[config.mk]
export PLATFORM = sky130hd
export DESIGN_NAME = flap_button_drive_timer
export DESIGN_NICKNAME = d
export VERILOG_FILES = /design/src/hdl/fbdt_pkg.sv /design/src/hdl/flap_button_drive_timer.sv
export VERILOG_INCLUDE_DIRS = /design/src /design/src/hdl
export SDC_FILE = /design/constraint.sdc
export NUM_CORES = 1
export LEC_CHECK = 0
export BUFFER_PORTS_ARGS = -buffer_cell sky130_fd_sc_hd__buf_2
export CORE_MARGIN = 2
export CORE_UTILIZATION = 50
export CTS_BUF_LIST = sky130_fd_sc_hd__clkbuf_8
export CTS_CLUSTER_DIAMETER = 150
export CTS_CLUSTER_SIZE = 10
export DETAILED_ROUTE_END_ITERATION = 16
export PLACE_DENSITY = 0.81
export SYNTH_ARGS = -nofsm -noshare
export SYNTH_HDL_FRONTEND = slang
export SYNTH_SLANG_ARGS = --single-unit
export TNS_END_PERCENT = 1
[constraint.sdc]
create_clock -name clk -period 14.45 [get_ports clk]
set_input_delay 1.445 -clock clk [delete_from_list [all_inputs] [get_ports clk]]
set_output_delay 1.445 -clock clk [all_outputs]
set_load 0.01 [all_outputs]
[src/hdl/flap_button_drive_timer_assert.svh]
// Assertion helpers for the RTL file flap_button_drive_timer.sv.
`ifndef FLAP_BUTTON_DRIVE_TIMER_ASSERT_SVH
`define FLAP_BUTTON_DRIVE_TIMER_ASSERT_SVH

// Same-cycle implication, checked out of reset.
`define FBDT_ASSERT_NOW(label, clk, rst_n, ante, cons, msg) \
  label: assert property (@(posedge clk) disable iff (!rst_n) (ante) |-> (cons)) \
    else $error(msg);

// Next-cycle implication, checked out of reset.
`define FBDT_ASSERT_NEXT(label, clk, rst_n, ante, cons, msg) \
  label: assert property (@(posedge clk) disable iff (!rst_n) (ante) |=> (cons)) \
    else $error(msg);

`endif

[src/hdl/fbdt_pkg.sv]
package fbdt_pkg;

  // Configuration register indexes.
  typedef enum logic [7:0] {
    REG_MAX_DUTY       = 8'd0,
    REG_FLAP_THRESHOLD = 8'd1,
    REG_AUX_THRESHOLD  = 8'd2,
    REG_DRIVE_TICKS    = 8'd3,
    REG_HOLDOFF_TICKS  = 8'd4
  } reg_index_t;

  localparam logic [14:0] MAX_DUTY_RST       = 15'd31130;
  localparam logic [3:0]  FLAP_THRESHOLD_RST = 4'd10;
  localparam logic [2:0]  AUX_THRESHOLD_RST  = 3'd5;
  localparam logic [15:0] DRIVE_TICKS_RST    = 16'd800;
  localparam logic [7:0]  HOLDOFF_TICKS_RST  = 8'd50;

  localparam logic [3:0] FLAP_HOLD_MAX = 4'd15;
  localparam logic [2:0] AUX_HOLD_MAX  = 3'd7;

  localparam int IN_W  = 8;
  localparam int OUT_W = 24;
  localparam int CFG_W = 16;

  // Bit positions in the result word.
  localparam int OUT_DIR_BIT     = 16;
  localparam int OUT_DUTY_BIT    = 17;
  localparam int OUT_CURRENT_BIT = 18;
  localparam int OUT_BRAKE_BIT   = 19;
  localparam int OUT_BLANK_BIT   = 20;

  // Up/down hold counter: up while pressed, saturating at max, down towards zero when released.
  function automatic logic [3:0] hold_step(logic [3:0] cnt, logic pressed, logic [3:0] maxv);
    logic [3:0] res;
    res = cnt;
    if (pressed) begin
      if (cnt < maxv) res = cnt + 4'd1;
    end else if (cnt != 4'd0) begin
      res = cnt - 4'd1;
    end
    return res;
  endfunction

endpackage

[src/hdl/flap_button_drive_timer.sv]
// Channel   Direction  Payload                                        Handshake
// in_       slave      flap, rx, pio, remote trigger (one 10 ms tick)  in_tvalid/in_tready
// out_      master     duty, direction, CAN send flags, blanked        out_tvalid/out_tready
// cfg_      slave      register index and write data                   cfg_valid/cfg_ready
//
// Each tick request is worked out combinationally: the hold counters, the
// threshold compares and the drive and holdoff timers form one short path
// from the state registers into the result register.
// One request can be accepted every cycle; the result register is the only stage.
// The input side stalls only while a result is held because out_tready is low.
// Reset (rst_n low, synchronous) clears all timers and counters and loads the
// register defaults; the configuration port is always ready.
`include "flap_button_drive_timer_assert.svh"

module flap_button_drive_timer (
  input  logic                        clk,
  input  logic                        rst_n,
  input  logic                        in_tvalid,
  output logic                        in_tready,
  // [0] flap_pressed, [1] rx_pressed, [2] pio_pressed, [3] remote_trigger, [7:4] zero
  input  logic [fbdt_pkg::IN_W-1:0]   in_tdata,
  output logic                        out_tvalid,
  input  logic                        out_tready,
  // [15:0] motor_duty, [16] flap_dir, [17] can_duty_send, [18] can_current_send,
  // [19] can_brake_send, [20] blanked, [23:21] zero
  output logic [fbdt_pkg::OUT_W-1:0]  out_tdata,
  input  logic                        cfg_valid,
  output logic                        cfg_ready,
  input  logic [7:0]                  cfg_index,
  input  logic [fbdt_pkg::CFG_W-1:0]  cfg_data
);

  // Configuration registers.
  logic [14:0] max_duty_r;
  logic [3:0]  flap_threshold_r;
  logic [2:0]  aux_threshold_r;
  logic [15:0] drive_ticks_r;
  logic [7:0]  holdoff_ticks_r;

  // Tick state.
  logic [3:0]  flap_hold_r, flap_hold_nxt;
  logic [2:0]  rx_hold_r, rx_hold_nxt;
  logic [2:0]  pio_hold_r, pio_hold_nxt;
  logic        direction_r, direction_nxt;
  logic [15:0] drive_left_r, drive_left_nxt;
  logic [9:0]  holdoff_left_r, holdoff_left_nxt;
  logic        pending_r, pending_nxt;
  logic [15:0] applied_duty_r, applied_duty_nxt;

  // Result register.
  logic                        out_valid_r;
  logic [fbdt_pkg::OUT_W-1:0]  out_data_r, out_data_nxt;

  logic        accept;
  logic        trig;
  logic        blank;
  logic        fire_flap, fire_rx, fire_pio;
  logic [3:0]  flap_cnt;
  logic [2:0]  rx_cnt, pio_cnt;
  logic [15:0] drive_base;
  logic [15:0] drive_duty;
  logic [9:0]  holdoff_add;

  assign cfg_ready  = 1'b1;
  assign in_tready  = !out_valid_r || out_tready;
  assign accept     = in_tvalid && in_tready;
  assign out_tvalid = out_valid_r;
  assign out_tdata  = out_data_r;

  always_ff @(posedge clk) begin
    if (!rst_n) begin
      max_duty_r       <= fbdt_pkg::MAX_DUTY_RST;
      flap_threshold_r <= fbdt_pkg::FLAP_THRESHOLD_RST;
      aux_threshold_r  <= fbdt_pkg::AUX_THRESHOLD_RST;
      drive_ticks_r    <= fbdt_pkg::DRIVE_TICKS_RST;
      holdoff_ticks_r  <= fbdt_pkg::HOLDOFF_TICKS_RST;
    end else if (cfg_valid) begin
      unique case (cfg_index)
        fbdt_pkg::REG_MAX_DUTY:       max_duty_r       <= cfg_data[14:0];
        fbdt_pkg::REG_FLAP_THRESHOLD: flap_threshold_r <= cfg_data[3:0];
        fbdt_pkg::REG_AUX_THRESHOLD:  aux_threshold_r  <= cfg_data[2:0];
        fbdt_pkg::REG_DRIVE_TICKS:    drive_ticks_r    <= cfg_data;
        fbdt_pkg::REG_HOLDOFF_TICKS:  holdoff_ticks_r  <= cfg_data[7:0];
        default: ;
      endcase
    end
  end

  always_comb begin
    trig  = pending_r || in_tdata[3];
    blank = (holdoff_left_r != 10'd0);

    flap_cnt = fbdt_pkg::hold_step(flap_hold_r, in_tdata[0], fbdt_pkg::FLAP_HOLD_MAX);
    rx_cnt   = 3'(fbdt_pkg::hold_step({1'b0, rx_hold_r}, in_tdata[1],
                                      {1'b0, fbdt_pkg::AUX_HOLD_MAX}));
    pio_cnt  = 3'(fbdt_pkg::hold_step({1'b0, pio_hold_r}, in_tdata[2],
                                      {1'b0, fbdt_pkg::AUX_HOLD_MAX}));

    fire_flap = (flap_cnt > flap_threshold_r) || trig;
    fire_rx   = (rx_cnt > aux_threshold_r);
    fire_pio  = (pio_cnt > aux_threshold_r);

    // Signed drive level for the new direction.
    drive_duty = !direction_r ? {1'b0, max_duty_r} : (16'd0 - {1'b0, max_duty_r});

    drive_base  = fire_flap ? drive_ticks_r : drive_left_r;
    holdoff_add = (fire_flap ? {2'b00, holdoff_ticks_r} : 10'd0)
                + (fire_rx   ? {2'b00, holdoff_ticks_r} : 10'd0)
                + (fire_pio  ? {2'b00, holdoff_ticks_r} : 10'd0);

    // Defaults describe a blanked tick: only the holdoff timer and trigger latch move.
    flap_hold_nxt    = flap_hold_r;
    rx_hold_nxt      = rx_hold_r;
    pio_hold_nxt     = pio_hold_r;
    direction_nxt    = direction_r;
    drive_left_nxt   = drive_left_r;
    applied_duty_nxt = applied_duty_r;
    pending_nxt      = trig;
    holdoff_left_nxt = holdoff_left_r - 10'd1;

    if (!blank) begin
      flap_hold_nxt    = fire_flap ? 4'd0 : flap_cnt;
      rx_hold_nxt      = fire_rx   ? 3'd0 : rx_cnt;
      pio_hold_nxt     = fire_pio  ? 3'd0 : pio_cnt;
      pending_nxt      = 1'b0;
      direction_nxt    = direction_r ^ fire_flap;
      holdoff_left_nxt = holdoff_add;
      drive_left_nxt   = (drive_base != 16'd0) ? drive_base - 16'd1 : 16'd0;
      if (drive_left_nxt == 16'd0) begin
        applied_duty_nxt = 16'd0;
      end else if (fire_flap) begin
        applied_duty_nxt = drive_duty;
      end
    end

    out_data_nxt = '0;
    out_data_nxt[15:0]                      = applied_duty_nxt;
    out_data_nxt[fbdt_pkg::OUT_DIR_BIT]     = direction_nxt;
    out_data_nxt[fbdt_pkg::OUT_DUTY_BIT]    = !blank && fire_flap;
    out_data_nxt[fbdt_pkg::OUT_CURRENT_BIT] = !blank && fire_rx;
    out_data_nxt[fbdt_pkg::OUT_BRAKE_BIT]   = !blank && fire_pio;
    out_data_nxt[fbdt_pkg::OUT_BLANK_BIT]   = blank;
  end

  always_ff @(posedge clk) begin
    if (!rst_n) begin
      flap_hold_r    <= '0;
      rx_hold_r      <= '0;
      pio_hold_r     <= '0;
      direction_r    <= 1'b0;
      drive_left_r   <= '0;
      holdoff_left_r <= '0;
      pending_r      <= 1'b0;
      applied_duty_r <= '0;
      out_valid_r    <= 1'b0;
    end else begin
      if (accept) begin
        flap_hold_r    <= flap_hold_nxt;
        rx_hold_r      <= rx_hold_nxt;
        pio_hold_r     <= pio_hold_nxt;
        direction_r    <= direction_nxt;
        drive_left_r   <= drive_left_nxt;
        holdoff_left_r <= holdoff_left_nxt;
        pending_r      <= pending_nxt;
        applied_duty_r <= applied_duty_nxt;
        out_valid_r    <= 1'b1;
      end else if (out_tready) begin
        out_valid_r    <= 1'b0;
      end
    end
  end

  // The result word carries no reset; it is qualified by out_valid_r.
  always_ff @(posedge clk) begin
    if (accept) begin
      out_data_r <= out_data_nxt;
    end
  end

  // A request taken during holdoff comes out marked as blanked.
  `FBDT_ASSERT_NEXT(a_holdoff_blanks, clk, rst_n, accept && (holdoff_left_r != 10'd0),
    out_valid_r && out_data_r[fbdt_pkg::OUT_BLANK_BIT], "holdoff tick not blanked")

  // A blanked result never asks for a CAN send.
  `FBDT_ASSERT_NOW(a_blank_quiet, clk, rst_n,
    out_valid_r && out_data_r[fbdt_pkg::OUT_BLANK_BIT],
    !out_data_r[fbdt_pkg::OUT_DUTY_BIT] && !out_data_r[fbdt_pkg::OUT_CURRENT_BIT]
      && !out_data_r[fbdt_pkg::OUT_BRAKE_BIT], "send flag on blanked tick")

  // The motor is only driven while the drive window is open.
  `FBDT_ASSERT_NOW(a_duty_in_window, clk, rst_n, applied_duty_r != 16'd0,
    drive_left_r != 16'd0, "duty applied outside drive window")

  // A remote trigger outside holdoff toggles at once.
  `FBDT_ASSERT_NEXT(a_remote_serves, clk, rst_n,
    accept && (holdoff_left_r == 10'd0) && in_tdata[3],
    out_data_r[fbdt_pkg::OUT_DUTY_BIT] && !pending_r, "remote trigger not served")

endmodule

# Yosys cells after proc, flatten, opt, wreduce, memory -nomap -nowiden

Cells that the tools add are included.

Shifts and indexed selects: 0
Add/sub/neg operators: 11
Div/mod/pow operators: 0
Equal/unequal tests: 4
Multiply operators: 0
Multiplexer cells: 26
Bitwise operators: 2
Reduce and logical (&&, ||, !) cells: 23
Magnitude comparators: 6

Operators with widths:

| operator                                             | number |
|---|---|
| two-way mux 16 bit                                   | 6 |
| two-way mux 3 bit                                    | 8 |
| two-way mux 8 bit                                    | 3 |
| equality test 8 x 2 -> 1 bit (second input constant) | 2 |
| logical NOT 16 bit                                   | 1 |
| two-way mux 4 bit                                    | 4 |
| nonzero test 16 bit                                  | 1 |
| subtractor 1 x 15 -> 16 bit (first input constant)   | 1 |
| subtractor 16 x 1 -> 16 bit (second input constant)  | 1 |
| AND reduction 2 bit                                  | 6 |
| adder 9 x 8 -> 10 bit                                | 1 |
| two-way mux 10 bit                                   | 1 |
| nonzero test 10 bit                                  | 1 |
| subtractor 10 x 1 -> 10 bit (second input constant)  | 1 |
| adder 8 x 8 -> 9 bit                                 | 1 |
| equality test 8 x 1 -> 1 bit (second input constant) | 1 |
| equality test 8 x 3 -> 1 bit (second input constant) | 1 |
| logical NOT 8 bit                                    | 1 |
| adder 3 x 1 -> 3 bit (second input constant)         | 2 |
| > comparator 3 bit                                   | 2 |
| < comparator 3 bit (second input constant)           | 2 |
| nonzero test 3 bit                                   | 2 |
| subtractor 3 x 1 -> 3 bit (second input constant)    | 2 |
| adder 4 x 1 -> 4 bit (second input constant)         | 1 |
| other kinds (11)                                     | 20 |

Memories kept: 0
Bits in latches: 0
Bits of input ports: 37
Register bits: 122
ROM bits: 0
Logic and storage cells: 87
Bits in writable memories: 0
Output and inout port bits: 27

# Longest topological paths before layout

Gate-level depths: netlist of run 1.

Word-level depth: 11
Gate-level depth with buffers: 26
Mapped depth without buffers: 24

# Least setup slack after synthesis of run 1

No wires, ideal clock.

Path type: in2reg
Start point: in in_tdata[0] (netlist name)
End point: reg out_data_r, in the netlist out_tdata[1], data pin
Library setup time: 0.257 ns
Buffers on the path: 5
Setup slack: 7.556 ns
Required time: 14.193 ns
Arrival: 6.636 ns
Cell stages on the path: 23
Cells stage by stage: or4_1 -> o21ai_0 -> nor2_1 -> a21oi_1 -> ha_1 -> and4_1 -> o21a_1 -> nand2_1 -> buf_2 -> buf_2 -> buf_1 -> mux2i_1 -> ha_1 -> or4b_1 -> clkbuf_1 -> nor4_1 -> xnor2_1 -> mux2i_1 -> or4_1 -> o31ai_4 -> nand2b_1 -> buf_4 -> o2bb2ai_1

Cells in the longest elaborated chain, start to end: 9
Elaborated cells on any way between the ends: 11
Classes of those cells: add/sub: 1; order compare: 1; mux: 6; reduce/logical: 3

Ends and longest elaborated chain:

| item                                                               | RTL line                       | RTL |
|---|---|---|
| start, declared                                                    | flap_button_drive_timer.sv:21  | `input logic [fbdt_pkg::IN_W-1:0] in_tdata,` |
| two-way mux 4 bit (*)                                              | fbdt_pkg.sv:36                 | `if (pressed) begin` |
| > comparator 4 bit (*)                                             | flap_button_drive_timer.sv:99  | `fire_flap = (flap_cnt > flap_threshold_r) \|\| trig;` |
| logical OR 1 bit (*)                                               | flap_button_drive_timer.sv:99  |  |
| two-way mux 16 bit                                                 | flap_button_drive_timer.sv:106 | `drive_base = fire_flap ? drive_ticks_r : drive_left_r;` |
| subtractor 16 x 1 -> 16 bit or nonzero test 16 bit (tied branches) | flap_button_drive_timer.sv:128 | `drive_left_nxt = (drive_base != 16'd0) ? drive_base - 16'd1 : 16'd0;` |
| two-way mux 16 bit                                                 | flap_button_drive_timer.sv:128 |  |
| logical NOT 16 bit                                                 | flap_button_drive_timer.sv:129 | `if (drive_left_nxt == 16'd0) begin` |
| two-way mux 16 bit (*)                                             | flap_button_drive_timer.sv:129 |  |
| two-way mux 16 bit (*)                                             | flap_button_drive_timer.sv:121 | `if (!blank) begin` |
| named net applied_duty_nxt[1]                                      | flap_button_drive_timer.sv:48  | `logic [15:0] applied_duty_r, applied_duty_nxt;` |
| end signal, assigned                                               | flap_button_drive_timer.sv:176 | `out_data_r <= out_data_nxt;` |
| end, declared                                                      | flap_button_drive_timer.sv:52  | `logic [fbdt_pkg::OUT_W-1:0] out_data_r, out_data_nxt;` |

Mark *: on every way through the listed nets, which the timed path passes. The rest lies on a longest branch.
A chain may end at the register's enable or synchronous reset.

# Worst setup path after layout of run 1

Start point: in in_tdata[0] (netlist name)
End point: reg out_data_r, in the netlist out_tdata[12], data pin

Same word-level chain as after synthesis.

==> results.json, run 1 <==
{
  "muxShareOfSynthArea_pct": 2.95,
  "setup_ws_ns": 7.31,
  "overflow": 0,
  "dpl.hpwl_microns": 12200,
  "dieWidth_microns": 127,
  "synth.distinct_cells": 69,
  "synth_top_family_by_area": "simple AND/OR/NAND/NOR gates",
  "drive_gt1_share_pct": 12.4,
  "clock-sinks": 122,
  "rows": 44,
  "grt_usage_pct": 22.1,
  "dpl_worst_slack_ns": 6.92,
  "post_dp_cell_area_sq_um": 7880,
  "cts_hold_buffers": 0,
  "wl_per_cell_microns": 15.3,
  "dr_total_vias": 6548,
  "vias_per_cell": 5.82,
  "fin_cells": 1126,
  "synth_xor_area_share_pct": 4.31,
  "dp.cells": 1094,
  "firstDrtPassIters": 5,
  "fin_util_pct": 56.4,
  "hold_slack_ns": 0.454,
  "timing.clock.skew_ns": 0.0147,
  "cts-resized-gates": 0,
  "grt_start_max_net_pins": 90,
  "first_global_vias": 5993,
  "path_class": "in -> reg",
  "drt_iter0_drc": 447,
  "crit_fanout": 18,
  "status": "finished, final reports clean",
  "hp-class": "reg -> reg",
  "synth_compound_gate_area_share_pct": 19.7,
  "cts_tree": "yes",
  "tightest_slew_ns": 0.870,
  "ys_top_cells_by_count": "157 x nand2_1, 101 x dfxtp_1, 42 x a21boi_0, 38 x inv_1, 35 x clkbuf_1",
  "fin_crit_sh_pct": 49.4,
  "power_mw": 1.24,
  "synthCells": 894,
  "synth_area_leader_cell": "dfxtp_1",
  "initial_core_util_pct": 51.5,
  "fmax_ghz": 0.140,
  "async_reset_ff_share_pct": 0,
  "hold_viol": 0,
  "grt_antenna_before_repair": 0,
  "power.density_nw_per_um2": 151,
  "post-route-drc-count": 0,
  "dieArea_sq_um": 16000,
  "fin_crit_ns": 7.14,
  "synth_edf_count": 21,
  "start_kind": "input pin",
  "pwr-share-clk_pct": 22.0,
  "p_switching_mw": 0.508,
  "nets": 1004,
  "yosys.area.top_type_share_pct": 26.9,
  "rsz0062_at_grt": "no",
  "htree_levels": 4,
  "synth_fa_ha_area_share_pct": 7.22,
  "ir_drop_v": 0.0000999,
  "leakagePower_nw": 3.35,
  "cp-end-kind": "register",
  "maxCapViolCount": 0,
  "io_pins": 64,
  "io_buffer_count": 55,
  "post_cts_buffers": 0,
  "cts_buffer_depth": 2,
  "power_frac_comb_pct": 42.2,
  "fin_area_sq_um": 8220,
  "n_antenna_cell": 0,
  "p_int_mw": 0.733,
  "syn_avg_cell_area_sq_um": 8.41,
  "ant_nets": 0,
  "ff2ff_setup_slack_ns": 7.61,
  "synth_seq_cells": 122,
  "clk_pin_slew_ns": 0.07,
  "syn-cell-area_sq_um": 7520,
  "yosys_warnings": 0,
  "fin_tns_setup_ns": 0,
  "synth_area_leaders": "dfxtp_1 27%, edfxtp_1 8.4%, nand2_1 7.8%, ha_1 4.8%, a21boi_0 4.2%",
  "die_h_microns": 127,
  "sequentialPowerShare_pct": 35.8,
  "grt_first_pass_wirelength_microns": 28900,
  "yosysMostFrequentCell": "nand2_1",
  "synth-main-ff-cell": "dfxtp_1",
  "routed_wl_microns": 17300,
  "area_delta_synth_final_pct": 9.39,
  "setup_violations": 0,
  "gp_congestion": 0.884,
  "swShare_pct": 40.9,
  "finalMaxSlewViolations": 0,
  "cp.arrival_ns": 7.34,
  "crit_required_ns": 14.65,
  "worstSkewPairLatency_ns": 0.47,
  "design.core.area_sq_um": 14600,
  "ys_seq_area_share_pct": 35.3,
  "yosys.area_share.simple_pct": 25.3,
  "relSlewSlack_pct": 41.2,
  "cts_buffers": 17,
  "cts-root-buf": "clkbuf_8"
}
==> layer usage <==
metal	GRT usage [%]	wire, microns	up-vias
li1	-	-	3248
met1	31.3	8270	3083
met5	0	0	-
met2	33.5	7660	191
met4	7.37	268	0
met3	4.77	1070	26
==> registers in the layout (all words and copies together) (netlist names) <==
name              count
out_tvalid            1
drive_left_r         16
holdoff_left_r       10
max_duty_r           15
direction_r           1
flap_threshold_r      4
aux_threshold_r       3
drive_ticks_r        16
out_tdata            21
pending_r             1
pio_hold_r            3
flap_hold_r           4
applied_duty_r       16
holdoff_ticks_r       8
rx_hold_r             3
==> worst max-delay path: stages <==
cell and delay (ns):
buf_2 0.15, nand2_1 0.08, o21ai_0 0.46, a211o_1 0.24, ha_1 0.25, nor2b_1 0.16, o2111ai_1 0.54, nand2_1 0.23
mux2i_1 0.30, ha_1 0.34, or4b_1 0.60, nor4_1 0.28, xnor2_1 0.16, mux2i_1 0.16, or4_1 0.56, o31ai_4 0.79
nand2b_1 0.43, o2bb2ai_1 0.15
==> cells by family after synthesis <==
group	after synthesis
xor gates and xnor gates	37
DFF	122
and+or+nand+nor	376
other	2
muxes	22
buffers and inverters	90
adders and majority gates	38
AOI/OAI and AO/OA	207
==> layout make-up <==
cell class,instances,area (sq um)
fill,1291,6370
inverter,38,143
clock buffer,18,248
multi-input combinational,684,4490
timing repair buffer,66,358
tap,184,230
clock inverter,14,97.6
sequential,122,2650
==> power groups by stage <==
| stage | Sequential, mW | Clock, mW | Combinational, mW |
|---|---|---|---|
| 2_1_floorplan | 0.449 | 0 | 0.400 |
| 3_3_place_gp | 0.449 | 0 | 0.510 |
| 3_5_place_dp | 0.451 | 0 | 0.519 |
| 4_1_cts | 0.443 | 0.274 | 0.521 |
| 5_1_grt | 0.451 | 0.291 | 0.583 |
| 6_report | 0.444 | 0.272 | 0.524 |
==> cell usage in the layout, fill, tap and decap left out, drive strengths merged, types with 7 or more instances in the layout <==
cell type / instances
or3: 10
buf: 66
inv: 42
o21ai: 37
xnor2: 18
or4: 18
nor4: 24
a21o: 12
nand4: 7
nor2b: 24
a211oi: 7
xor2: 19
nor2: 35
dfxtp: 101
o211ai: 9
nand2: 157
nor3: 20
nand3b: 7
ha: 29
fa: 9
clkinv: 8
a21boi: 42
o31ai: 17
clkbuf: 18
o2bb2ai: 13
and2: 13
a21oi: 34
nand2b: 11
or2: 7
mux2i: 21
edfxtp: 21
nand3: 30
==> worst paths after layout <==
check	start	endpoint	cells past startpoint
max	in_tdata[0]	out_tdata[12]	18
min	applied_duty_r[4]	applied_duty_r[4]	1
max reg2reg	flap_hold_r[0]	out_tdata[12]	20
min reg2reg	applied_duty_r[4]	applied_duty_r[4]	1
Power figures use the tool's default switching activity.
==> inputs of run 2 (changes only) <==
--- a/config.mk
+++ b/config.mk
@@ -6,6 +6,7 @@
 export SDC_FILE = /design/constraint.sdc
 export NUM_CORES = 1
 export LEC_CHECK = 0
+export ABC_AREA = 1
 export BUFFER_PORTS_ARGS = -buffer_cell sky130_fd_sc_hd__buf_2
 export CORE_MARGIN = 2
 export CORE_UTILIZATION = 50
==> constraint.sdc (replaced) <==
create_clock -name clk -period 7.3 [get_ports clk]
set_input_delay 0.73 -clock clk [delete_from_list [all_inputs] [get_ports clk]]
set_output_delay 0.73 -clock clk [all_outputs]
set_load 0.01 [all_outputs]
==> run 2 against run 1 <==
Register-to-register slack worse by 5.8 ns. Clock-buffer cell count up 2. Global-route usage up 0.37 points. First-iteration DRC count up 13%. Power up 64%. Via count up 7.7%. Combinational power up 24%. Synthesized area up 0.12%. Utilization down 0.19 points. Critical path type is now reg -> reg. Largest power group is now registers. Highest routed layer unchanged.
==> results.json, run 2 <==
{
  "io_pins": 64,
  "grt_antenna_before_repair": 0,
  "cts_hold_buffers": 0,
  "clock-sinks": 122,
  "cts-root-buf": "clkbuf_8",
  "synthCells": 1056,
  "ys_top_cells_by_count": "234 x nand2_1, 139 x inv_1, 101 x dfxtp_1, 93 x nor2_1, 83 x o21ai_0",
  "final_common_cell": "nand2_1",
  "fin_area_sq_um": 8220,
  "mostFrequentLayoutCells": "234 x nand2_1, 141 x inv_1, 101 x dfxtp_1",
  "yosys_warnings": 0,
  "routed_wl_microns": 17600,
  "power_frac_comb_pct": 31.9,
  "start_kind": "register",
  "holdCritStartpoint": "applied_duty_r[6]",
  "synth_area_leader_cell": "dfxtp_1",
  "crit_fanout": 53,
  "leakagePower_nw": 3.96,
  "drt_iter0_drc": 503,
  "fin_crit_sh_pct": 74.5,
  "cts-resized-gates": 0,
  "maxCapViolCount": 0,
  "hold_viol": 0,
  "synth-main-ff-cell": "dfxtp_1",
  "yosysMostFrequentCell": "nand2_1",
  "ff2ff_setup_slack_ns": 1.86,
  "dieWidth_microns": 127,
  "r2r-start": "flap_hold_r[0]",
  "fin_crit_ns": 5.44,
  "worstSkewPairLatency_ns": 0.45,
  "ir_drop_v": 0.000114,
  "fin_tns_setup_ns": 0,
  "n_antenna_cell": 0,
  "timing.clock.skew_ns": 0.0107,
  "clk_pin_slew_ns": 0.08,
  "grt_start_max_net_pins": 67,
  "gp_congestion": 0.908,
  "syn_avg_cell_area_sq_um": 7.13,
  "async_reset_ff_share_pct": 0,
  "post-route-drc-count": 0,
  "critPathSlowestCell": "inv_1",
  "synth_edf_count": 21,
  "grt_first_pass_wirelength_microns": 29200,
  "cp.arrival_ns": 5.77,
  "setup_violations": 0,
  "power.density_nw_per_um2": 247,
  "dpl.hpwl_microns": 12700,
  "largest_reg_flops": 21,
  "synth_area_leaders": "dfxtp_1 27%, nand2_1 12%, edfxtp_1 8.4%, inv_1 6.9%, o21ai_0 5.5%",
  "rsz0062_at_grt": "no",
  "wl_per_cell_microns": 13.6,
  "pwr-share-clk_pct": 28.2,
  "ant_nets": 0,
  "cts_buffers": 17,
  "hp-class": "reg -> reg",
  "grt_usage_pct": 22.4,
  "crit_required_ns": 7.63,
  "htree_levels": 4,
  "drive_gt1_share_pct": 12.4,
  "io_buffer_count": 55,
  "initial_core_util_pct": 51.4,
  "syn-cell-area_sq_um": 7520,
  "ys_seq_area_share_pct": 35.3,
  "synth_seq_cells": 122,
  "cp-end-kind": "register",
  "p_switching_mw": 0.751,
  "dieArea_sq_um": 16000,
  "design.core.area_sq_um": 14600,
  "overflow": 0,
  "path_class": "reg -> reg",
  "status": "finished, final reports clean",
  "worstHoldPathCells": 2,
  "hold_end": "applied_duty_r[6]",
  "area_delta_synth_final_pct": 9.30,
  "crit_top_cell": "inv_1",
  "reg2reg_depth": 26,
  "nets": 1170,
  "rows": 44,
  "yosys.area.top_type_share_pct": 26.9,
  "sequentialPowerShare_pct": 39.9,
  "vias_per_cell": 5.46,
  "post_dp_cell_area_sq_um": 7850,
  "dr_total_vias": 7055,
  "synth.distinct_cells": 47,
  "first_global_vias": 6390,
  "cts_tree": "yes",
  "firstDrtPassIters": 6,
  "power_mw": 2.03,
  "die_h_microns": 127,
  "p_int_mw": 1.28,
  "relSlewSlack_pct": 21.6,
  "post_cts_buffers": 0,
  "cts_buffer_depth": 2,
  "swShare_pct": 36.9,
  "slowest_delay_ns": 0.54,
  "tightest_slew_ns": 1.17,
  "finalMaxSlewViolations": 0,
  "fmax_ghz": 0.184,
  "reg2reg_to": "holdoff_left_r[7]",
  "fillers": 1394
}
## run 2: layer usage
metal | GRT usage [%] | part of all wire [%]
met1 | 30.3 | 47
met2 | 35.5 | 45
met3 | 5.36 | 6.9
met4 | 7.56 | 1.7
met5 | 0 | 0
## run 2: how the worst max path moves through the flow
stage / to / cells past startpoint / slack (ns) / start
detailed placement: holdoff_left_r[7] / 26 / 1.90 / flap_hold_r[0]
global route: holdoff_left_r[7] / 26 / 1.41 / flap_hold_r[0]
finish: holdoff_left_r[7] / 26 / 1.86 / flap_hold_r[0]
CTS: holdoff_left_r[7] / 26 / 1.89 / flap_hold_r[0]
global placement: holdoff_left_r[7] / 26 / 2.08 / flap_hold_r[0]
floorplan: holdoff_left_r[8] / 31 / 2.67 / flap_hold_r[0]
## run 2: worst max-delay path, delay by kind of cell, from the launching register on
| kind | cells | cell delay, ns |
|---|---|---|
| buf+inv | 5 | 0.86 |
| xor+xnor | 1 | 0.16 |
| simple gates | 8 | 1.45 |
| flops | 1 | 0.32 |
| compound gates | 7 | 0.98 |
| fa+ha+maj | 5 | 1.53 |
## run 2: area by class of cell
cell class                 instances  area (sq um)  share of cell area (%)
inverter                         145           544                    6.62
tap                              184           230                    2.80
multi-input combinational        750          4120                    50.0
sequential                       122          2650                    32.3
clock buffer                      20           275                    3.35
clock inverter                    12           101                    1.23
timing repair buffer              59           305                    3.71
## run 2: logic make-up after synthesis
group                      share of synthesized area (%)
and+or+nand+nor                                     28.3
xor gates and xnor gates                            2.10
adders and majority gates                           7.22
buffers and inverters                               10.2
other                                             0.0998
AOI/OAI and AO/OA                                   16.8
DFF                                                 35.3
## run 2: power by group through the flow
stage                     logic, mW  clock network, mW  registers, mW
after global routing          0.741              0.612          0.819
after CTS                     0.645              0.578          0.810
after global placement        0.629                  0          0.821
final                         0.649              0.574          0.810
after floorplan               0.488                  0          0.830
after detailed placement      0.642                  0          0.825
## run 2: per-stage QoR
step / cells / utilization [%] / hold slack [ns] / setup slack (ns)
final: 1292 / 56.2 / 0.456 / 1.86
after global routing: 1292 / 56.2 / 0.492 / 1.41
after CTS: 1292 / 56.2 / 0.456 / 1.89
after detailed placement: 1260 / 53.6 / 0.442 / 1.90
after global placement: 1260 / 53.6 / 0.437 / 2.08
after floorplan: 1058 / - / 0.426 / 2.67
